==> src/hw/rtl/jrem_pkg.sv <==
// Shared types and constants for the joystick report event mapper.
// Depends on nothing; jrem_out_stage, jrem_engine and the top level import it.
package jrem_pkg;

    // Command codes of the input word.
    localparam logic CMD_REPORT    = 1'b0;
    localparam logic CMD_MAP_WRITE = 1'b1;

    // Word offsets inside one map slot.
    localparam int WORD_INCR  = 0;
    localparam int WORD_DOWN  = 1;
    localparam int WORD_UP    = 2;
    localparam int WORD_BAND0 = 3;

    // Number of physical axes a report carries.
    localparam int AXIS_LIMIT = 4;

    // Rotary recentering constants.
    localparam logic [7:0] ROT_CENTER   = 8'd127;
    localparam logic [7:0] ROT_NEG_BIAS = 8'd127;
    localparam logic [7:0] ROT_POS_BIAS = 8'd128;
    localparam logic [8:0] POS_TOP      = 9'd255;

    typedef enum logic [1:0] {
        KIND_PRESS   = 2'd0,
        KIND_RELEASE = 2'd1,
        KIND_AXIS    = 2'd2
    } t_kind;

    typedef struct packed {
        t_kind      kind;
        logic [5:0] index;
        logic [3:0] value;
        logic       last;
    } t_event;

    typedef enum logic [3:0] {
        ST_CLEAR,
        ST_IDLE,
        ST_BTN,
        ST_FLAG,
        ST_DOWN,
        ST_UP,
        ST_INC,
        ST_BAND,
        ST_EMIT,
        ST_DONE
    } t_state;

    // Signed rotary reading moved onto the unsigned 0..255 scale.
    function automatic logic [7:0] recenter(input logic [7:0] raw);
        logic [7:0] res;
        if (raw == 8'd0) begin
            res = ROT_CENTER;
        end else if (raw[7]) begin
            res = raw + ROT_NEG_BIAS;
        end else begin
            res = raw + ROT_POS_BIAS;
        end
        return res;
    endfunction

endpackage

==> src/hw/rtl/jrem_out_stage.sv <==
// One-entry output register of the event channel.
// Depends on jrem_pkg for the event type.
module jrem_out_stage (
    input  logic            i_clk,
    input  logic            i_rst_n,
    input  logic            i_push,
    input  jrem_pkg::t_event i_ev,
    output logic            o_ready,
    output logic            o_valid,
    output jrem_pkg::t_event o_ev,
    input  logic            i_stall
);
    import jrem_pkg::*;

    logic   r_valid;
    t_event r_ev;

    // A new word may load when the register is empty or is being taken.
    assign o_ready = !r_valid || !i_stall;

    always_ff @(posedge i_clk) begin
        if (!i_rst_n) begin
            r_valid <= 1'b0;
        end else if (i_push && o_ready) begin
            r_valid <= 1'b1;
        end else if (!i_stall) begin
            r_valid <= 1'b0;
        end
    end

    always_ff @(posedge i_clk) begin
        if (i_push && o_ready) begin
            r_ev <= i_ev;
        end
    end

    assign o_valid = r_valid;
    assign o_ev    = r_ev;

endmodule

==> config.mk <==
export PLATFORM = sky130hd
export DESIGN_NAME = jrem_out_stage
export DESIGN_NICKNAME = d
export VERILOG_FILES = /design/src/hw/rtl/jrem_pkg.sv /design/src/hw/rtl/jrem_out_stage.sv
export SDC_FILE = /design/constraint.sdc
export NUM_CORES = 1
export LEC_CHECK = 0
export CORE_AREA = 4 4 41 43
export CTS_CLUSTER_SIZE = 10
export DETAILED_ROUTE_END_ITERATION = 10
export DIE_AREA = 0 0 45 47
export DONT_BUFFER_PORTS = 1
export GPL_ROUTABILITY_DRIVEN = 0
export HOLD_SLACK_MARGIN = 0.08
export PLACE_DENSITY_LB_ADDON = 0.05
export SKIP_LAST_GASP = 1
export SYNTH_ARGS = -nofsm -noshare
export SYNTH_HDL_FRONTEND = slang
export SYNTH_SLANG_ARGS = --single-unit
==> constraint.sdc <==
create_clock -name i_clk -period 2.1 [get_ports i_clk]
set_input_delay 0.21 -clock i_clk [delete_from_list [all_inputs] [get_ports i_clk]]
set_output_delay 0.21 -clock i_clk [all_outputs]
set_load 0.01 [all_outputs]
==> impl_metrics.py <==
metrics = {
    "synth": {
        "yosysSeqAreaShare_pct": 95.1,
        "synth_top_area_share_pct": 90.4,
        "syn_avg_cell_area_um2": 24.0,
        "yosysWarnings": 0,
        "synth_area_leaders": "edfxtp_1 90%, dfxtp_1 4.6%, and2_1 1.4%",
        "yosysTopAreaCell": "edfxtp_1",
        "ys_ff_latch": 14,
        "synth_cell_type_count": 6,
        "synth_nets": 35,
        "syn_inst": 18,
        "syn_area_um2": 432,
    },
    "placement": {
        "io_buffer_count": 0,
        "dp_cells": 33,
        "placed_cell_area_um2": 450,
    },
    "run": {
        "maxCapViolCount": 0,
    },
    "timing": {
        "finClkSkew_ps": 5.77,
        "max_freq_mhz": 743,
        "hold_viol_final": 0,
        "rsz0062_at_grt": "no",
        "finalCritPeriodShare_pct": 64.1,
        "max-slew-margin-rel_pct": 63.4,
        "setup_violations": 0,
        "slew_viol_final": 0,
        "fin_crit_ps": 1350,
        "finalSetupTns_ps": 0,
        "worst_pin_slew_ps": 549,
    },
    "worst_setup_path": {
        "startpoint_type": "flip-flop",
        "cp.arrival_ps": 1250,
        "critical_path_required_ps": 2010,
        "rrSetupSlack_ps": 750,
        "cpPeakStageDelay_ps": 490,
        "end_kind": "flip-flop",
        "crit_slowest_cell": "and2_1",
        "critPathKind": "flip-flop to flip-flop",
        "worstPathCellList": "nand2_1, and2_1",
        "cp_max_fo": 13,
    },
    "clock_network": {
        "worstSkewPairLatency_ps": 270,
        "post_cts_resized": 0,
        "cts_tree": "built",
        "path_clk_slew_ps": 70,
        "numCtsBuffers": 3,
        "clk_path_buf_depth": 2,
        "cts_setup_buffers": 0,
        "postCtsHoldBufs": 14,
        "clkSinkCount": 14,
        "htreeDepth": 1,
        "cts_root_buf": "clkbuf_4",
    },
    "global_route": {
        "gr-total-overflow": 0,
        "grt_pass1_wl_um": 924,
        "grt_usage_pct": 6.54,
        "grt_pass1_vias": 239,
        "antenna_found_initial": 0,
        "grt_max_degree": 14,
    },
    "cells_and_area": {
        "fin_nets": 54,
        "final_util_pct": 47.4,
        "final_cell_area_um2": 617,
        "fin_cells": 51,
        "nFillCells": 124,
        "num_antenna_cells": 0,
        "area_growth_pct": 42.9,
        "drive_gt1_share_pct": 8.33,
    },
    "die": {
        "core_area_um2": 1300,
        "die_area_um2": 2120,
        "fp.dieW_um": 45,
        "rows": 13,
        "ios": 32,
        "dieHeight_um": 47,
        "start_util_pct": 33.2,
    },
    "detailed_routing": {
        "wl_um": 746,
        "ant_nets": 0,
        "drc": 0,
        "drt-vias-per-instance": 4.47,
        "vias": 228,
        "post_drt_wl_per_cell_um": 14.6,
        "firstDrtPassIters": 2,
        "drtIter0Drc": 1,
    },
    "outcome": {
        "status": "finished clean",
    },
    "worst_hold_path": {
        "hold_class": "input port to flip-flop",
    },
    "pwr": {
        "ir_drop_uv": 305,
        "power.density_nw_per_um2": 837,
        "p_leak_nw": 0.215,
    },
}
## final timing paths
kind | startpoint | cells after the start | end
min reg2reg | o_valid$_SDFFE_PN0P_ | 2 | o_valid$_SDFFE_PN0P_
max reg2reg | o_valid$_SDFFE_PN0P_ | 2 | o_ev[2]$_DFFE_PP_
max | o_valid$_SDFFE_PN0P_ | 2 | o_ev[2]$_DFFE_PP_
min | i_push | 2 | o_valid$_SDFFE_PN0P_
## per-layer routing
metal	track usage, %	share of wire, %	vias up
li1	-	-	104
met1	4.37	33	108
met2	13.0	58	16
met3	3.07	9.1	0
met4	5.26	0	0
met5	0	0	-
## synth_stat cells, drive strengths merged
cell type,instances
a21oi,1
nand2,1
and2,1
nor2b,1
edfxtp,13
dfxtp,1
## placed cells by master, fill, tap and decap left out, drive strengths merged
master | netlist | final
a21oi | 1 | 1
dlygate4sd3 | 0 | 14
dfxtp | 1 | 1
nor2b | 1 | 1
nand2 | 1 | 1
edfxtp | 13 | 13
clkbuf | 0 | 4
and2 | 1 | 1
## sequential cells by signal, summed over array words and instances (netlist names)
signal	flops
o_ev	13
o_valid	1
## worst max-delay path, delay by kind of cell (launching register included)
family | cells | cell delay, ps
flip-flops | 1 | 350
AND/OR/NAND/NOR | 2 | 630
## power breakdown
part	internal [W]	switching, W
clock	0.0000734	0.0000746
sequential	0.000325	0.0000143
combinational	0.0000189	0.0000105
## final cells by class
class / instances / area (µm²) / share of cell area (%)
clock buffers: 4 / 26.3 / 4.26
multi-input cells: 4 / 21.3 / 3.45
flip-flops and latches: 14 / 410 / 66.5
well taps: 15 / 18.8 / 3.04
repair buffers: 14 / 140 / 22.7
## stage by stage
stage          worst slack, ps  hold slack, ps  total power, W
2_1_floorplan              886             309        0.000351
3_3_place_gp               761             309        0.000355
3_5_place_dp               725             309        0.000356
4_1_cts                    721            90.1        0.000528
5_1_grt                    670            84.6        0.000542
6_report                   754            95.3        0.000516
## logic make-up after synthesis
| kind of cell | synth area share, % |
|---|---|
| AO/OA/AOI/OAI | 1.16 |
| flip-flops | 95.1 |
| AND/OR/NAND/NOR | 3.77 |
Note: power is estimated with default switching activity, not from simulation.
