==> config.mk <==
export PLATFORM = sky130hd
export DESIGN_NAME = jrem_ram
export DESIGN_NICKNAME = d
export VERILOG_FILES = /design/src/hw/rtl/jrem_ram.sv
export SDC_FILE = /design/constraint.sdc
export NUM_CORES = 1
export LEC_CHECK = 0
export BUFFER_PORTS_ARGS = -buffer_cell sky130_fd_sc_hd__clkbuf_2
export CAP_MARGIN = 20
export CORE_MARGIN = 1.5
export CORE_UTILIZATION = 50
export CTS_CLUSTER_DIAMETER = 50
export DETAILED_ROUTE_END_ITERATION = 8
export PLACE_DENSITY = 0.68
export RECOVER_POWER = 25
export SYNTH_ARGS = -nofsm -noshare
export SYNTH_HDL_FRONTEND = slang
export SYNTH_SLANG_ARGS = --single-unit
==> constraint.sdc <==
create_clock -name i_clk -period 2.43 [get_ports i_clk]
set_input_delay 0.3645 -clock i_clk [delete_from_list [all_inputs] [get_ports i_clk]]
set_output_delay 0.3645 -clock i_clk [all_outputs]
set_load 0.05 [all_outputs]
==> src/hw/rtl/jrem_ram.sv <==
// Simple dual-port synchronous RAM: one write port, one read port,
// registered read data. No dependencies.
module jrem_ram #(
    parameter int DEPTH = 72,
    parameter int WIDTH = 8,
    parameter int AW    = 7
) (
    input  logic             i_clk,
    input  logic             i_we,
    input  logic [AW-1:0]    i_waddr,
    input  logic [WIDTH-1:0] i_wdata,
    input  logic             i_re,
    input  logic [AW-1:0]    i_raddr,
    output logic [WIDTH-1:0] o_rdata
);

    logic [WIDTH-1:0] r_mem [DEPTH];
    logic [WIDTH-1:0] r_rdata;

    always_ff @(posedge i_clk) begin
        if (i_we) begin
            r_mem[i_waddr] <= i_wdata;
        end
    end

    // Read data holds while no read is issued.
    always_ff @(posedge i_clk) begin
        if (i_re) begin
            r_rdata <= r_mem[i_raddr];
        end
    end

    assign o_rdata = r_rdata;

endmodule

==> results of run 1 <==
## power by group through the flow
| stage | combinational (mW) | sequential (mW) | clock (mW) |
|---|---|---|---|
| final | 1.11 | 11.2 | 8.73 |
| after global routing | 1.17 | 11.2 | 9.20 |
| after CTS | 1.12 | 11.2 | 8.84 |
| after detailed placement | 1.12 | 11.4 | 0 |
| after global placement | 1.10 | 11.4 | 0 |
| after floorplan | 0.565 | 11.4 | 0 |
## sequential cells by signal (all words and copies together) (netlist names)
| register | flops |
|---|---|
| r_mem | 576 |
| o_rdata | 8 |
## kinds of logic (layout without fill, tap and decap cells)
kind of cell	count (synthesis)	in the layout	share of synthesized area, %
AO/OA/AOI/OAI	36	36	1.245
buffers and inverters	52	293	1.438
flip-flops	584	584	77.23
multiplexers	191	191	16.90
AND/OR/NAND/NOR	163	163	3.185
## metrics by stage
step	cells	instance area, sq um
2_1_floorplan	1026	22710
3_3_place_gp	1749	24670
3_5_place_dp	1749	24670
4_1_cts	1859	26540
5_1_grt	1859	26500
6_report	1859	26500
## worst min-delay path: stages
cell      delay [ns]
clkbuf_2        0.18
nand2b_1        0.14
nor2_1          0.06
## Yosys cell counts (all sizes together), types with 2 or more instances
cell / number
edfxtp: 584
mux4: 152
nor2: 76
buf: 37
nand2: 35
mux2i: 25
nand3: 16
clkbuf: 15
mux2: 14
a221oi: 10
nand2b: 10
nor2b: 10
a32oi: 6
o21ai: 6
nand4: 5
a22oi: 4
o211ai: 4
and2: 3
nor3: 3
a22o: 2
nand3b: 2
o2111ai: 2
or4: 2
## layout make-up
type,instances,area [sq um],share of cell area [%]
clock buffer,72,1525,5.755
clock inverter,38,340.3,1.284
multi-input combinational,390,4852,18.31
sequential,584,17540,66.17
tap,592,740.7,2.795
timing repair buffer,183,1508,5.689
## repair_timing
item	CTS	global route
setup endpoints to repair	0	1
hold endpoints to repair	0	0
resized for setup	0	1
buffers inserted	0	0
## routing by layer
metal	share of wire [%]	vias up	track usage (%)
met5	0	-	0
met4	2.3	0	6.944
met3	7.5	82	4.140
met2	49	500	36.11
met1	41	5933	32.42
li1	-	4690	-
## worst paths after layout
check	start	to	cells past startpoint
worst min register to register	r_mem[66][4]	o_rdata[4]	4
worst min-delay path	i_waddr[1]	r_mem[30][5]	3
worst max register to register	r_mem[63][6]	o_rdata[6]	5
worst max-delay path	r_mem[63][6]	o_rdata[6]	5
==> results.json, run 1 <==
{
  "slew_headroom_pct": -6.149,
  "ir_worst_vdd_uv": 748.6,
  "hold_viol": 0,
  "setup_tns_ns": 0,
  "power.density_nw_per_um2": 792.5,
  "first_pass_iters": 5,
  "final_common_cell": "edfxtp_1",
  "clock_tree.buffer_depth": 3,
  "initial_core_util_pct": 51.02,
  "via_per_inst": 6.027,
  "dpl.hpwl_um": 32600,
  "cp_slowest_cell": "mux4_2",
  "synthCells": 1026,
  "min_period_ns": 2.344,
  "worstMarginPinSlew_ns": 1.592,
  "rows": 77,
  "timing.fmax_mhz": 426.5,
  "critPathMaxStageDelay_ns": 0.52,
  "syn-num-nets": 1051,
  "cts_tree": "yes",
  "ys_seq_area_share_pct": 77.23,
  "netlist-cell-type-count": 33,
  "syn_avg_cell_area_sq_um": 22.13,
  "required_ns": 2.81,
  "synth-edff-count": 584,
  "power_mw": 21.00,
  "core_area_sq_um": 44510,
  "post-route-period-util_pct": 96.48,
  "p_comb_share_pct": 5.3,
  "grt_pass1_wl_um": 76740,
  "switching_power_mw": 4.489,
  "drtIter0Drc": 1103,
  "numPortBuffers": 32,
  "synth_top_cell_by_area": "edfxtp_1",
  "clock_latency_ns": 0.64,
  "critPathTopFamily": "multiplexers",
  "antenna_found_initial": 0,
  "intPower_mw": 16.52,
  "grtUsageTotal_pct": 22.70,
  "rsz0062_at_grt": "false",
  "num_vias": 11210,
  "violations": "max-capacitance violations, max-slew violations",
  "arrival_ns": 2.72,
  "cts_root_buf": "clkbuf_16",
  "final_layout_size_suffix_gt1_share_pct": 34.10,
  "pwr-share-seq_pct": 53.2,
  "path_cells": "mux4_2 > mux4_2 > nand2b_1 > a32oi_1 > nand3_1",
  "fp.dieH_um": 216.1,
  "syn_area_sq_um": 22710,
  "die_w_um": 216.1,
  "wire_per_inst_um": 27.76,
  "crit_fanout": 1,
  "switching_share_pct": 21.37,
  "overflow": 0,
  "yosys.area.top_type_share_pct": 77.23,
  "whs_ns": 0.2778,
  "fin_nets": 1242,
  "pin_count": 33,
  "layout_common_cells": "584 x edfxtp_1, 150 x mux4_2, 129 x buf_4",
  "r2r_slack_ns": 0.09,
  "dp_slack_ns": -0.2749,
  "antenna_cells": 0,
  "clkPwrFrac_pct": 41.6,
  "leakage_nw": 8.609,
  "fillers": 3147,
  "htree_levels": 2,
  "synthTopCellsByArea": "edfxtp_1 77%, mux4_2 15%, nor2_1 1.3%",
  "antenna_left": 0,
  "gp_congestion": 0.8431,
  "drv_slew": 252,
  "cp-start-kind": "flip-flop",
  "criticalPathCategory": "flip-flop to flip-flop",
  "cp_common_cell": "mux4_2",
  "synth_warnings": 0,
  "drt_wl_total_um": 51600,
  "die_area_sq_um": 46700,
  "numClockSinks": 584,
  "ctsHoldBuffers": 0,
  "grt_max_degree": 73,
  "hold_class": "primary input to flip-flop",
  "post-route-util_pct": 59.54,
  "synth_seq_cells": 584,
  "cts_buffers": 58,
  "drc": 0,
  "syn_to_final_growth_pct": 16.71,
  "clkTransAtPathRegs_ns": 0.06,
  "endpoint_kind": "flip-flop",
  "setup_viol": 0,
  "yosys_most_used_dff": "edfxtp_1",
  "status": "finished, violations left",
  "async_flop_share_pct": 0,
  "fin_ws_ns": 0.08550,
  "drv_cap": 5,
  "grt_pass1_vias": 11410,
  "critPathBufInv": 0,
  "final.setup_skew_ns": 0.03999
}
Power figures use the tool's default switching activity.
==> run 2: changes to the inputs <==
--- a/config.mk
+++ b/config.mk
@@ -11,7 +11,7 @@
 export CORE_UTILIZATION = 50
 export CTS_CLUSTER_DIAMETER = 50
 export DETAILED_ROUTE_END_ITERATION = 8
-export PLACE_DENSITY = 0.68
+export PLACE_DENSITY = 0.66
 export RECOVER_POWER = 25
 export SYNTH_ARGS = -nofsm -noshare
 export SYNTH_HDL_FRONTEND = slang
==> constraint.sdc (replaced) <==
create_clock -name i_clk -period 2.7 [get_ports i_clk]
set_input_delay 0.405 -clock i_clk [delete_from_list [all_inputs] [get_ports i_clk]]
set_output_delay 0.405 -clock i_clk [all_outputs]
set_load 0.05 [all_outputs]
==> run 2 against run 1 <==
Effect of this change: count of clock-buffer cells in the layout stayed put; the flow still finishes with violations (max-capacitance violations, max-slew violations); clock skew is 0.023 ns lower; die area stayed put; largest cell class unchanged; flip-flop and latch count stayed put; final area is 0.22% lower; cell count is 0.75% lower; first-iteration DRC count is 1.2% higher.
==> results.json, run 2 (synthesis results as in run 1) <==
{
  "status": "finished, violations left",
  "violations": "max-capacitance violations, max-slew violations",
  "setup.worst_path.end": "o_rdata[4]",
  "cts_tree": "yes",
  "min_period_ns": 2.098,
  "rsz0062_at_grt": "false",
  "first_pass_iters": 5,
  "fp.dieH_um": 216.1,
  "layout_common_cells": "584 x edfxtp_1, 150 x mux4_2, 113 x buf_4",
  "crit_fanout": 1,
  "post-route-period-util_pct": 77.70,
  "slew_headroom_pct": -24.29,
  "endpoint_kind": "flip-flop",
  "antenna_found_initial": 1,
  "final.setup_skew_ns": 0.01696,
  "cp_slowest_cell": "mux4_2",
  "post-route-util_pct": 59.41,
  "cts_root_buf": "clkbuf_16",
  "worstMarginPinSlew_ns": 1.864,
  "ir_worst_vdd_uv": 519.2,
  "cts_buffers": 60,
  "grtUsageTotal_pct": 22.53,
  "critPathBufInv": 0,
  "drt_wl_total_um": 50930,
  "r2r_slack_ns": 0.60,
  "cp-start-kind": "flip-flop",
  "whs_ns": 0.3491,
  "arrival_ns": 2.47,
  "htree_levels": 2,
  "fin_nets": 1227,
  "grt_max_degree": 73,
  "pin_count": 33,
  "antenna_left": 0,
  "ctsHoldBuffers": 0,
  "core_area_sq_um": 44510,
  "setup_tns_ns": 0,
  "drtIter0Drc": 1116,
  "dpl.hpwl_um": 32400,
  "clock_tree.buffer_depth": 3,
  "fin_area_sq_um": 26440,
  "setup_viol": 0,
  "met1_usage_pct": 32.26,
  "rr_worst_depth": 5,
  "timing.fmax_mhz": 476.6,
  "rows": 77,
  "grt_use_met3_pct": 4.758,
  "antenna_cells": 0,
  "grt_pass1_vias": 11290,
  "largest_reg_flops": 576,
  "via_per_inst": 5.991,
  "gp_congestion": 0.8015,
  "criticalPathCategory": "flip-flop to flip-flop",
  "critical_path.startpoint": "r_mem[53][4]",
  "die_w_um": 216.1,
  "syn_to_final_growth_pct": 16.45,
  "num_vias": 11050,
  "critPathTopFamily": "multiplexers",
  "dpl_cell_area_sq_um": 24500,
  "die_area_sq_um": 46700,
  "final_layout_size_suffix_gt1_share_pct": 32.48,
  "cts_setup_buffers": 0,
  "leakage_nw": 8.541,
  "top_register": "r_mem",
  "cp.depth": 5,
  "fillers": 3159,
  "final_common_cell": "edfxtp_1",
  "initial_core_util_pct": 51.02,
  "drv_slew": 145,
  "power.density_nw_per_um2": 725.6,
  "busiest_layer": "met2",
  "numClockSinks": 584,
  "grt_pass1_wl_um": 75590,
  "regToRegStartpoint": "r_mem[53][4]",
  "r2r_end": "o_rdata[4]",
  "critPathMaxStageDelay_ns": 0.51,
  "gr-usage-met2_pct": 35.95,
  "clock_latency_ns": 0.62,
  "cp_common_cell": "mux4_2",
  "hold_viol": 0,
  "drc": 0,
  "numPortBuffers": 32,
  "overflow": 0,
  "required_ns": 3.07,
  "hold_class": "primary input to flip-flop",
  "drv_cap": 3,
  "wire_per_inst_um": 27.60,
  "clkTransAtPathRegs_ns": 0.06,
  "path_cells": "mux4_2 > mux4_2 > nand2b_1 > a32oi_1 > nand3_1",
  "cts_resized": 0
}
==> run 2: cell types whose count changed in the layout (fill, tap and decap cells not counted), moves of 4 or more <==
cell / previous run / this run
buf_4: 129 / 113
clkinv_1: 12 / 17
clkbuf_1: 15 / 20
clkbuf_2: 33 / 26
inv_6: 0 / 4
clkinv_2: 14 / 9
==> run 2: per-stage QoR <==
step / power (mW) / instances / worst slack, ns
2_1_floorplan: 10.77 / 1026 / 0.3623
6_report: 19.19 / 1845 / 0.6020
4_1_cts: 19.33 / 1844 / 0.5850
5_1_grt: 19.71 / 1845 / 0.5064
3_3_place_gp: 11.20 / 1730 / 0.08368
3_5_place_dp: 11.22 / 1731 / 0.1195
==> run 2: power by group <==
part	leakage [nW]	internal, mW	switching (mW)
combinational	2.32	0.392	0.583
sequential	5.26	10.0	0.0184
clock	0.959	4.81	3.36
total	8.54	15.2	3.96
==> run 2: worst min-delay path by stage <==
stage | startpoint | to | slack (ns) | depth (start not counted)
after detailed placement | i_re | o_rdata[6] | 0.87 | 1
after global placement | i_wdata[5] | r_mem[30][5] | 0.84 | 1
after floorplan | i_wdata[0] | r_mem[0][0] | 0.50 | 0
final | i_wdata[5] | r_mem[30][5] | 0.35 | 1
after CTS | i_wdata[5] | r_mem[18][5] | 0.21 | 1
after global routing | i_re | o_rdata[6] | 0.35 | 1
==> run 2: area by class of cell <==
class	instances	area (sq um)	share of cell area [%]
flip-flops and latches	584	17540	66.32
multi-input cells	390	4845	18.32
clock buffers	72	1568	5.929
repair buffers	166	1359	5.138
well taps	592	740.7	2.801
clock inverters	41	395.4	1.495
==> run 2: metal layers <==
metal / wire (um) / share of wire (%) / vias up
met5: 8 / 0.016 / -
met3: 3764 / 7.4 / 78
met1: 21470 / 42 / 5891
met2: 24640 / 48 / 410
met4: 1045 / 2.1 / 2
li1: - / - / 4672
==> run 2: worst register-to-register path, stage by stage, from the launching register on <==
cell and delay (ns):
edfxtp_1 0.38, mux4_2 0.46, mux4_2 0.51, nand2b_1 0.17, a32oi_1 0.24, nand3_1 0.10
