[config.mk]
export PLATFORM = sky130hd
export DESIGN_NAME = jrem_engine
export DESIGN_NICKNAME = d
export VERILOG_FILES = /design/src/hw/rtl/jrem_pkg.sv /design/src/hw/rtl/jrem_engine.sv
export SDC_FILE = /design/constraint.sdc
export NUM_CORES = 1
export LEC_CHECK = 0
export ABC_AREA = 1
export BUFFER_PORTS_ARGS = -buffer_cell sky130_fd_sc_hd__buf_2
export CORE_ASPECT_RATIO = 0.5
export CORE_UTILIZATION = 59
export DETAILED_ROUTE_END_ITERATION = 16
export HOLD_SLACK_MARGIN = 0.02
export PLACE_DENSITY = 0.83
export SLEW_MARGIN = 5
export SYNTH_ARGS = -nofsm -noshare
export SYNTH_HDL_FRONTEND = slang
export SYNTH_SLANG_ARGS = --single-unit
[constraint.sdc]
create_clock -name i_clk -period 5.04 [get_ports i_clk]
set_clock_uncertainty 0.05 [all_clocks]
set_input_delay 0.252 -clock i_clk [delete_from_list [all_inputs] [get_ports i_clk]]
set_output_delay 0.252 -clock i_clk [all_outputs]
set_load 0.1 [all_outputs]
[src/hw/rtl/jrem_pkg.sv]
// Shared types and constants for the joystick report event mapper.
// Depends on nothing; jrem_out_stage, jrem_engine and the top level import it.
package jrem_pkg;

    // Command codes of the input word.
    localparam logic CMD_REPORT    = 1'b0;
    localparam logic CMD_MAP_WRITE = 1'b1;

    // Word offsets inside one map slot.
    localparam int WORD_INCR  = 0;
    localparam int WORD_DOWN  = 1;
    localparam int WORD_UP    = 2;
    localparam int WORD_BAND0 = 3;

    // Number of physical axes a report carries.
    localparam int AXIS_LIMIT = 4;

    // Rotary recentering constants.
    localparam logic [7:0] ROT_CENTER   = 8'd127;
    localparam logic [7:0] ROT_NEG_BIAS = 8'd127;
    localparam logic [7:0] ROT_POS_BIAS = 8'd128;
    localparam logic [8:0] POS_TOP      = 9'd255;

    typedef enum logic [1:0] {
        KIND_PRESS   = 2'd0,
        KIND_RELEASE = 2'd1,
        KIND_AXIS    = 2'd2
    } t_kind;

    typedef struct packed {
        t_kind      kind;
        logic [5:0] index;
        logic [3:0] value;
        logic       last;
    } t_event;

    typedef enum logic [3:0] {
        ST_CLEAR,
        ST_IDLE,
        ST_BTN,
        ST_FLAG,
        ST_DOWN,
        ST_UP,
        ST_INC,
        ST_BAND,
        ST_EMIT,
        ST_DONE
    } t_state;

    // Signed rotary reading moved onto the unsigned 0..255 scale.
    function automatic logic [7:0] recenter(input logic [7:0] raw);
        logic [7:0] res;
        if (raw == 8'd0) begin
            res = ROT_CENTER;
        end else if (raw[7]) begin
            res = raw + ROT_NEG_BIAS;
        end else begin
            res = raw + ROT_POS_BIAS;
        end
        return res;
    endfunction

endpackage

[src/hw/rtl/jrem_engine.sv]
// Sequencer of the event mapper: clearing pass, button scan and axis
// translation over the map and position memories. Depends on jrem_pkg.
module jrem_engine #(
    parameter int NUM_PLANES       = 2,
    parameter int NUM_MODES        = 3,
    parameter int NUM_SUBMODES     = 3,
    parameter int NUM_AXES         = 4,
    parameter int NUM_BANDS        = 15,
    parameter int NUM_BUTTON_BYTES = 5,
    parameter int SLOT_W           = 7,
    parameter int MAP_AW           = 11
) (
    input  logic              i_clk,
    input  logic              i_rst_n,
    // input channel
    input  logic              i_valid,
    output logic              o_stall,
    input  logic              i_command,
    input  logic [39:0]       i_buttons,
    input  logic [7:0]        i_axis_x,
    input  logic [7:0]        i_axis_y,
    input  logic [7:0]        i_rotary_a,
    input  logic [7:0]        i_rotary_b,
    input  logic              i_shift_plane,
    input  logic [1:0]        i_mode_sel,
    input  logic [1:0]        i_submode_sel,
    input  logic [6:0]        i_map_slot,
    input  logic [4:0]        i_map_word,
    input  logic [7:0]        i_map_value,
    // map table memory
    output logic              o_map_we,
    output logic [MAP_AW-1:0] o_map_waddr,
    output logic [7:0]        o_map_wdata,
    output logic              o_map_re,
    output logic [MAP_AW-1:0] o_map_raddr,
    input  logic [7:0]        i_map_rdata,
    // remembered position memory
    output logic              o_pos_we,
    output logic [SLOT_W-1:0] o_pos_waddr,
    output logic [7:0]        o_pos_wdata,
    output logic              o_pos_re,
    output logic [SLOT_W-1:0] o_pos_raddr,
    input  logic [7:0]        i_pos_rdata,
    // event output
    output logic              o_push,
    output jrem_pkg::t_event  o_ev,
    input  logic              i_out_ready
);
    import jrem_pkg::*;

    localparam int WPS         = NUM_BANDS + 3;
    localparam int NUM_SLOTS   = NUM_PLANES * NUM_MODES * NUM_SUBMODES * NUM_AXES;
    localparam int MAP_DEPTH   = NUM_SLOTS * WPS;
    localparam int BUTTON_BITS = (NUM_BUTTON_BYTES * 8 < 40) ? NUM_BUTTON_BYTES * 8 : 40;
    localparam int BTN_IW      = $clog2(BUTTON_BITS);
    localparam int NAX         = (NUM_AXES < AXIS_LIMIT) ? NUM_AXES : AXIS_LIMIT;
    localparam int BAND_W      = $clog2(NUM_BANDS + 1);

    t_state               r_state, n_state;
    logic [MAP_AW-1:0]    r_clr, n_clr;
    logic [BUTTON_BITS-1:0] r_prev_btn, n_prev_btn;
    logic [BUTTON_BITS-1:0] r_diff, n_diff;
    logic [BUTTON_BITS-1:0] r_now, n_now;
    logic [7:0]           r_pos [AXIS_LIMIT];
    logic [7:0]           n_pos [AXIS_LIMIT];
    logic                 r_sel_ok, n_sel_ok;
    logic [SLOT_W-1:0]    r_slot, n_slot;
    logic [MAP_AW-1:0]    r_map_addr, n_map_addr;
    logic [1:0]           r_axis, n_axis;
    logic                 r_incr, n_incr;
    logic [7:0]           r_old, n_old;
    logic [7:0]           r_down, n_down;
    logic [7:0]           r_prev, n_prev;
    logic [BAND_W-1:0]    r_i, n_i;
    logic                 r_hit, n_hit;
    logic [3:0]           r_val, n_val;
    logic                 r_pend_valid, n_pend_valid;
    t_event               r_pend, n_pend;

    logic [BUTTON_BITS-1:0] btn_now;
    logic [BTN_IW-1:0]    btn_idx;
    logic                 can_take;
    logic                 wr_ok;
    logic [31:0]          sel_base;
    logic [7:0]           cur_pos;
    logic [7:0]           band_v;
    logic [8:0]           up_sum;
    logic                 inc_hit;
    logic [3:0]           inc_val;
    logic                 band_stop;
    logic                 band_found;
    logic [BAND_W-1:0]    band_idx;
    logic                 new_valid;
    t_event               new_ev;

    assign btn_now  = i_buttons[BUTTON_BITS-1:0];
    assign can_take = !r_pend_valid || i_out_ready;
    assign wr_ok    = (32'(i_map_slot) < NUM_SLOTS) && (32'(i_map_word) < WPS);
    assign sel_base = ((32'(i_shift_plane) * NUM_MODES + 32'(i_mode_sel)) * NUM_SUBMODES
                      + 32'(i_submode_sel)) * NUM_AXES;
    assign cur_pos  = r_pos[r_axis];
    assign band_v   = ~cur_pos;
    assign o_stall  = (r_state != ST_IDLE);
    assign o_pos_raddr = r_slot;

    // Lowest changed button.
    always_comb begin
        btn_idx = '0;
        for (int k = BUTTON_BITS - 1; k >= 0; k--) begin
            if (r_diff[k]) begin
                btn_idx = BTN_IW'(k);
            end
        end
    end

    // Incremental decision; the up step arrives on the map read port.
    always_comb begin
        up_sum = {1'b0, r_old} + {1'b0, i_map_rdata};
        if (cur_pos > r_old) begin
            inc_hit = (up_sum < POS_TOP) && ({1'b0, cur_pos} > up_sum);
            inc_val = 4'd1;
        end else begin
            inc_hit = (r_old > r_down) && (cur_pos < r_old - r_down);
            inc_val = 4'd0;
        end
    end

    // One band threshold per cycle.
    always_comb begin
        band_stop  = 1'b0;
        band_found = 1'b0;
        band_idx   = r_i;
        if (i_map_rdata == 8'd0) begin
            band_stop  = 1'b1;
            band_found = (band_v >= r_prev);
        end else if (band_v >= r_prev && band_v < i_map_rdata) begin
            band_stop  = 1'b1;
            band_found = 1'b1;
        end else if (r_i == BAND_W'(NUM_BANDS - 1)) begin
            band_stop  = 1'b1;
            band_found = (band_v >= i_map_rdata);
            band_idx   = BAND_W'(NUM_BANDS);
        end
    end

    always_comb begin
        n_state      = r_state;
        n_clr        = r_clr;
        n_prev_btn   = r_prev_btn;
        n_diff       = r_diff;
        n_now        = r_now;
        n_pos        = r_pos;
        n_sel_ok     = r_sel_ok;
        n_slot       = r_slot;
        n_map_addr   = r_map_addr;
        n_axis       = r_axis;
        n_incr       = r_incr;
        n_old        = r_old;
        n_down       = r_down;
        n_prev       = r_prev;
        n_i          = r_i;
        n_hit        = r_hit;
        n_val        = r_val;
        n_pend_valid = r_pend_valid;
        n_pend       = r_pend;
        o_map_we     = 1'b0;
        o_map_waddr  = r_clr;
        o_map_wdata  = 8'd0;
        o_map_re     = 1'b0;
        o_map_raddr  = r_map_addr;
        o_pos_we     = 1'b0;
        o_pos_waddr  = r_slot;
        o_pos_wdata  = 8'd0;
        o_pos_re     = 1'b0;
        o_push       = 1'b0;
        o_ev         = r_pend;
        new_valid    = 1'b0;
        new_ev       = '{kind: KIND_AXIS, index: 6'd0, value: 4'd0, last: 1'b0};

        unique case (r_state)
            ST_CLEAR: begin
                o_map_we = 1'b1;
                if (32'(r_clr) < NUM_SLOTS) begin
                    o_pos_we    = 1'b1;
                    o_pos_waddr = r_clr[SLOT_W-1:0];
                end
                if (r_clr == MAP_AW'(MAP_DEPTH - 1)) begin
                    n_state = ST_IDLE;
                end else begin
                    n_clr = r_clr + MAP_AW'(1);
                end
            end
            ST_IDLE: begin
                if (i_valid) begin
                    if (i_command == CMD_MAP_WRITE) begin
                        if (wr_ok) begin
                            o_map_we    = 1'b1;
                            o_map_waddr = MAP_AW'(32'(i_map_slot) * WPS + 32'(i_map_word));
                            o_map_wdata = i_map_value;
                        end
                    end else begin
                        n_prev_btn = btn_now;
                        n_diff     = btn_now ^ r_prev_btn;
                        n_now      = btn_now;
                        n_pos[0]   = i_axis_x;
                        n_pos[1]   = i_axis_y;
                        n_pos[2]   = recenter(i_rotary_a);
                        n_pos[3]   = recenter(i_rotary_b);
                        n_sel_ok   = (32'(i_shift_plane) < NUM_PLANES)
                                  && (32'(i_mode_sel) < NUM_MODES)
                                  && (32'(i_submode_sel) < NUM_SUBMODES);
                        n_slot     = SLOT_W'(sel_base);
                        n_map_addr = MAP_AW'(sel_base * WPS);
                        n_axis     = 2'd0;
                        n_state    = ST_BTN;
                    end
                end
            end
            ST_BTN: begin
                if (r_diff == '0) begin
                    n_state = r_sel_ok ? ST_FLAG : ST_DONE;
                end else if (can_take) begin
                    new_valid       = 1'b1;
                    new_ev.kind     = r_now[btn_idx] ? KIND_PRESS : KIND_RELEASE;
                    new_ev.index    = 6'(btn_idx);
                    n_diff[btn_idx] = 1'b0;
                end
            end
            ST_FLAG: begin
                o_map_re    = 1'b1;
                o_map_raddr = r_map_addr + MAP_AW'(WORD_INCR);
                o_pos_re    = 1'b1;
                n_state     = ST_DOWN;
            end
            ST_DOWN: begin
                n_incr      = (i_map_rdata != 8'd0);
                n_old       = i_pos_rdata;
                o_map_re    = 1'b1;
                o_map_raddr = r_map_addr + MAP_AW'(WORD_DOWN);
                n_state     = ST_UP;
            end
            ST_UP: begin
                n_down   = i_map_rdata;
                o_map_re = 1'b1;
                if (r_incr) begin
                    o_map_raddr = r_map_addr + MAP_AW'(WORD_UP);
                    n_state     = ST_INC;
                end else begin
                    o_map_raddr = r_map_addr + MAP_AW'(WORD_BAND0);
                    n_i         = '0;
                    n_prev      = 8'd0;
                    n_state     = ST_BAND;
                end
            end
            ST_INC: begin
                n_hit = inc_hit;
                n_val = inc_val;
                if (inc_hit) begin
                    o_pos_we    = 1'b1;
                    o_pos_wdata = cur_pos;
                end
                n_state = ST_EMIT;
            end
            ST_BAND: begin
                if (band_stop) begin
                    n_hit = band_found && (8'(band_idx) != r_old);
                    n_val = 4'(band_idx);
                    if (band_found && (8'(band_idx) != r_old)) begin
                        o_pos_we    = 1'b1;
                        o_pos_wdata = 8'(band_idx);
                    end
                    n_state = ST_EMIT;
                end else begin
                    n_prev      = i_map_rdata;
                    n_i         = r_i + BAND_W'(1);
                    o_map_re    = 1'b1;
                    o_map_raddr = r_map_addr + MAP_AW'(WORD_BAND0) + MAP_AW'(r_i)
                                + MAP_AW'(1);
                end
            end
            ST_EMIT: begin
                if (!r_hit || can_take) begin
                    if (r_hit) begin
                        new_valid    = 1'b1;
                        new_ev.index = 6'(r_axis);
                        new_ev.value = r_val;
                    end
                    if (r_axis == 2'(NAX - 1)) begin
                        n_state = ST_DONE;
                    end else begin
                        n_axis     = r_axis + 2'd1;
                        n_slot     = r_slot + SLOT_W'(1);
                        n_map_addr = r_map_addr + MAP_AW'(WPS);
                        n_state    = ST_FLAG;
                    end
                end
            end
            ST_DONE: begin
                if (!r_pend_valid) begin
                    n_state = ST_IDLE;
                end else if (i_out_ready) begin
                    o_push       = 1'b1;
                    o_ev.last    = 1'b1;
                    n_pend_valid = 1'b0;
                    n_state      = ST_IDLE;
                end
            end
            default: begin
                n_state = ST_CLEAR;
            end
        endcase

        // The newest event waits in the pending register until the next
        // one shows that it is not the final word of the report.
        if (new_valid) begin
            o_push       = r_pend_valid;
            o_ev         = r_pend;
            n_pend       = new_ev;
            n_pend_valid = 1'b1;
        end
    end

    always_ff @(posedge i_clk) begin
        if (!i_rst_n) begin
            r_state      <= ST_CLEAR;
            r_clr        <= '0;
            r_prev_btn   <= '0;
            r_pend_valid <= 1'b0;
        end else begin
            r_state      <= n_state;
            r_clr        <= n_clr;
            r_prev_btn   <= n_prev_btn;
            r_pend_valid <= n_pend_valid;
        end
    end

    always_ff @(posedge i_clk) begin
        r_diff     <= n_diff;
        r_now      <= n_now;
        r_pos      <= n_pos;
        r_sel_ok   <= n_sel_ok;
        r_slot     <= n_slot;
        r_map_addr <= n_map_addr;
        r_axis     <= n_axis;
        r_incr     <= n_incr;
        r_old      <= n_old;
        r_down     <= n_down;
        r_prev     <= n_prev;
        r_i        <= n_i;
        r_hit      <= n_hit;
        r_val      <= n_val;
        r_pend     <= n_pend;
    end

endmodule

==> results.sh <==
export IMPL_run_status="completed"
export IMPL_clkLatencyLatePin_ps=530
export IMPL_first_global_vias=11739
export IMPL_crit_slowest_cell="sky130_fd_sc_hd__o32ai_1"
export IMPL_maximum_number_of_pins_on_one_net_before_global_route_repair=82
export IMPL_nNetsFinal=2172
export IMPL_fraction_of_layout_cells_with_a_size_suffix_above_1_pct=13.5
export IMPL_initial_core_util_pct=61.3
export IMPL_ys_seq_elements=234
export IMPL_finalSetupTns_ps=0
export IMPL_slew_limit_headroom_pct=32.5
export IMPL_cap_violations=0
export IMPL_worst_setup_hold_path_clk_slew_ps=70
export IMPL_mappedNetlistArea_mm2=0.0143
export IMPL_start_kind="flip-flop"
export IMPL_cpPeakStageDelay_ps=470
export IMPL_yosysMostFrequentCell="sky130_fd_sc_hd__nand2_1"
export IMPL_ys_async_sr_fraction_pct=0
export IMPL_ios=189
export IMPL_post_synth_cell_area_avg_um2=8.43
export IMPL_synth_largest_type_area_fraction_pct=37.5
export IMPL_syn_nets=1908
export IMPL_std_cell_rows=39
export IMPL_irDropWorstVdd_mv=0.398
export IMPL_detail_route_drc_violations=0
export IMPL_first_pass_grt_wire_length_um=59700
export IMPL_synthesis_instances=1693
export IMPL_routabilityCongestion=0.955
export IMPL_die_width_um=222
export IMPL_synth_yosys_seq_area_share_pct=45.3
export IMPL_cts_root_buffer_cell="sky130_fd_sc_hd__clkbuf_16"
export IMPL_n_antenna_cell=0
export IMPL_fmax_ghz=0.207
export IMPL_cts_buffers_inserted=22
export IMPL_drt_pass1_iterations=8
export IMPL_global_route_overflow_total=0
export IMPL_placed_cells=2161
export IMPL_critPathKind="reg -> out"
export IMPL_synthDistinctLibCells=50
export IMPL_setup_viol=0
export IMPL_worstPathArrival_ps=4530
export IMPL_crit_path_max_fanout=9
export IMPL_antenna_violations_before_repair=0
export IMPL_period_share_pct=95.9
export IMPL_track_usage_pct=30.5
export IMPL_ant_nets=0
export IMPL_clock_sinks=234
export IMPL_max_slew_worst_pin_slew_ps=1010
export IMPL_finalHoldViolCount=0
export IMPL_p_per_area_mw_per_mm2=464
export IMPL_detailed_place_area_mm2=0.0157
export IMPL_setup_worst_path_end_class="output pin"
export IMPL_design_die_area_mm2=0.0249
export IMPL_holdWs_ps=33.8
export IMPL_yosys_top_cells_count="355 x sky130_fd_sc_hd__nand2_1, 258 x sky130_fd_sc_hd__inv_1, 178 x sky130_fd_sc_hd__edfxtp_1"
export IMPL_worst_endpoint_required_ps=4740
export IMPL_layoutNonFillerInstCount=2280
export IMPL_ctsLongestPathBuffers=3
export IMPL_multi_input_comb_area_mm2=0.00668
export IMPL_yosysWarningCount=0
export IMPL_area_growth_pct=21.3
export IMPL_cts_htree_levels=1
export IMPL_crit_path_frequent_cell="sky130_fd_sc_hd__inv_1"
export IMPL_timing_reg2reg_setup_slack_ps=1070
export IMPL_cts_tree="built"
export IMPL_seqCellArea_mm2=0.00647
export IMPL_post_route_min_period_ps=4830
export IMPL_holdCritPathClass="in -> reg"
export IMPL_slew_violations=0
export IMPL_synth_area_leaders="sky130_fd_sc_hd__edfxtp_1 37%, sky130_fd_sc_hd__nand2_1 9.3%, sky130_fd_sc_hd__dfxtp_1 7.9%"
export IMPL_initialDrtViolationCount=1198
export IMPL_post_route_util_pct=74.4
export IMPL_chipHeight_um=112
export IMPL_avgViaCountPerCell=5.60
export IMPL_routedWlPerCell_um=16.8
export IMPL_postLayoutCellArea_mm2=0.0173
export IMPL_synth_edf_count=178
export IMPL_vias_after_detailed_routing=12759
export IMPL_design_core_area_mm2=0.0233
export IMPL_leakagePower_nw=7.50
export IMPL_hpwlAfterDp_um=27000
export IMPL_detail_route_wirelength_um=38400
export IMPL_synthFlopType="sky130_fd_sc_hd__edfxtp_1"
export IMPL_synth_largest_area_cell="sky130_fd_sc_hd__edfxtp_1"
export IMPL_critical_path_cell_by_cell="inv_1, ha_1, inv_1, fa_1, a221o_1, a21oi_1, o21ai_0, xnor2_1, ha_1, nand2_1, inv_1, a31oi_1, nand4_1, o32ai_1, nand3_2, o22ai_1, clkbuf_4"
export IMPL_io_buffer_count=188
export IMPL_fillCellCount=1709
[state kept, by name (all words and copies together) (netlist names), 7 cells and up]
name         count
r_now           40
r_down           8
r_diff          40
o_pos_raddr      7
r_map_addr      10
r_prev           8
r_clr           11
r_pos           32
r_old            8
r_pend          12
r_prev_btn      40
[layer usage]
layer,global-route usage (%),vias to the layer above,wire length (um)
met5,0,-,0
met4,9.86,0,1140
met2,49.8,533,17600
met1,41.6,5893,16400
met3,5.17,93,3230
li1,-,6240,-
[timing repair]
| action | 4_1_cts | 5_1_grt |
|---|---|---|
| resized for setup | 0 | 15 |
| hold buffers | 75 | 0 |
| endpoints found under the setup margin | 0 | 19 |
| endpoints found under the hold margin | 115 | 0 |
| buffers inserted | 0 | 4 |
[per-stage QoR]
step,power [mW],setup WS [ps]
2_1_floorplan,5.31,-839
3_3_place_gp,6.15,628
3_5_place_dp,6.19,572
4_1_cts,7.96,4.81
5_1_grt,8.45,-43.7
6_report,8.03,207
[final timing paths]
| path | from | end | depth (start not counted) |
|---|---|---|---|
| setup / recovery | r_old[0]$_DFFE_PP_ | o_pos_wdata[0] | 17 |
| hold / removal | i_rst_n | r_state[1]$_SDFFE_PN0P_ | 3 |
| setup reg to reg | r_axis[1]$_SDFFCE_PN0P_ | r_i[2]$_SDFFCE_PN0P_ | 19 |
| hold reg to reg | r_prev_btn[18]$_SDFFE_PN0P_ | r_prev_btn[18]$_SDFFE_PN0P_ | 2 |
[cell usage in the layout (no fill, tap or decap), types with 5 or more instances in the layout]
cell and instances:
sky130_fd_sc_hd__a21oi_1 107, sky130_fd_sc_hd__dfxtp_1 56, sky130_fd_sc_hd__o21ai_0 87, sky130_fd_sc_hd__a31oi_1 11, sky130_fd_sc_hd__buf_2 173, sky130_fd_sc_hd__xor2_1 24
sky130_fd_sc_hd__nand2_1 355, sky130_fd_sc_hd__o21ai_1 21, sky130_fd_sc_hd__edfxtp_1 178, sky130_fd_sc_hd__ha_1 88, sky130_fd_sc_hd__nor4_1 9, sky130_fd_sc_hd__clkbuf_1 8
sky130_fd_sc_hd__buf_4 27, sky130_fd_sc_hd__inv_1 258, sky130_fd_sc_hd__nor2_1 157, sky130_fd_sc_hd__o21a_1 8, sky130_fd_sc_hd__o211ai_1 47, sky130_fd_sc_hd__dlygate4sd3_1 75
sky130_fd_sc_hd__fa_1 9, sky130_fd_sc_hd__a32oi_1 5, sky130_fd_sc_hd__o221ai_1 5, sky130_fd_sc_hd__buf_12 10, sky130_fd_sc_hd__nand4_1 28, sky130_fd_sc_hd__or2_2 6
sky130_fd_sc_hd__o31ai_1 9, sky130_fd_sc_hd__nor3_1 20, sky130_fd_sc_hd__nand3_1 38, sky130_fd_sc_hd__o22ai_1 8, sky130_fd_sc_hd__xnor2_1 51, sky130_fd_sc_hd__clkbuf_16 23
sky130_fd_sc_hd__nand3b_1 16
[final cells by class]
type / instances / share of cell area, %
inverters: 265 / 5.80
well taps: 307 / 2.22
flip-flops and latches: 234 / 37.3
repair buffers: 287 / 11.8
multi-input cells: 1147 / 38.6
clock inverters: 6 / 0.549
clock buffers: 34 / 3.74
[worst max-delay path, delay by kind of cell (launching register included)]
kind,cells,cell delay [ps]
compound gates,6,1550
fa+ha+maj,3,840
buf+inv,4,600
simple gates,3,450
flops,1,420
xor+xnor,1,160
[report_power, final]
group	internal, mW	switching, mW	total (mW)	leakage [nW]
logic	0.950	2.64	3.59	5.06
registers	2.51	0.210	2.72	2.08
clock network	0.994	0.736	1.73	0.362
total	4.45	3.58	8.03	7.50
[cells by family (layout without fill, tap and decap cells)]
group,Yosys count,count (layout),share of synthesized area [%]
adders and majority gates,97,97,8.98
DFF,234,234,45.3
xor gates and xnor gates,75,75,4.60
AOI/OAI and AO/OA,339,339,14.2
and+or+nand+nor,636,636,18.6
buffers and inverters,312,592,8.36
Note: power is estimated with default switching activity, not from simulation.
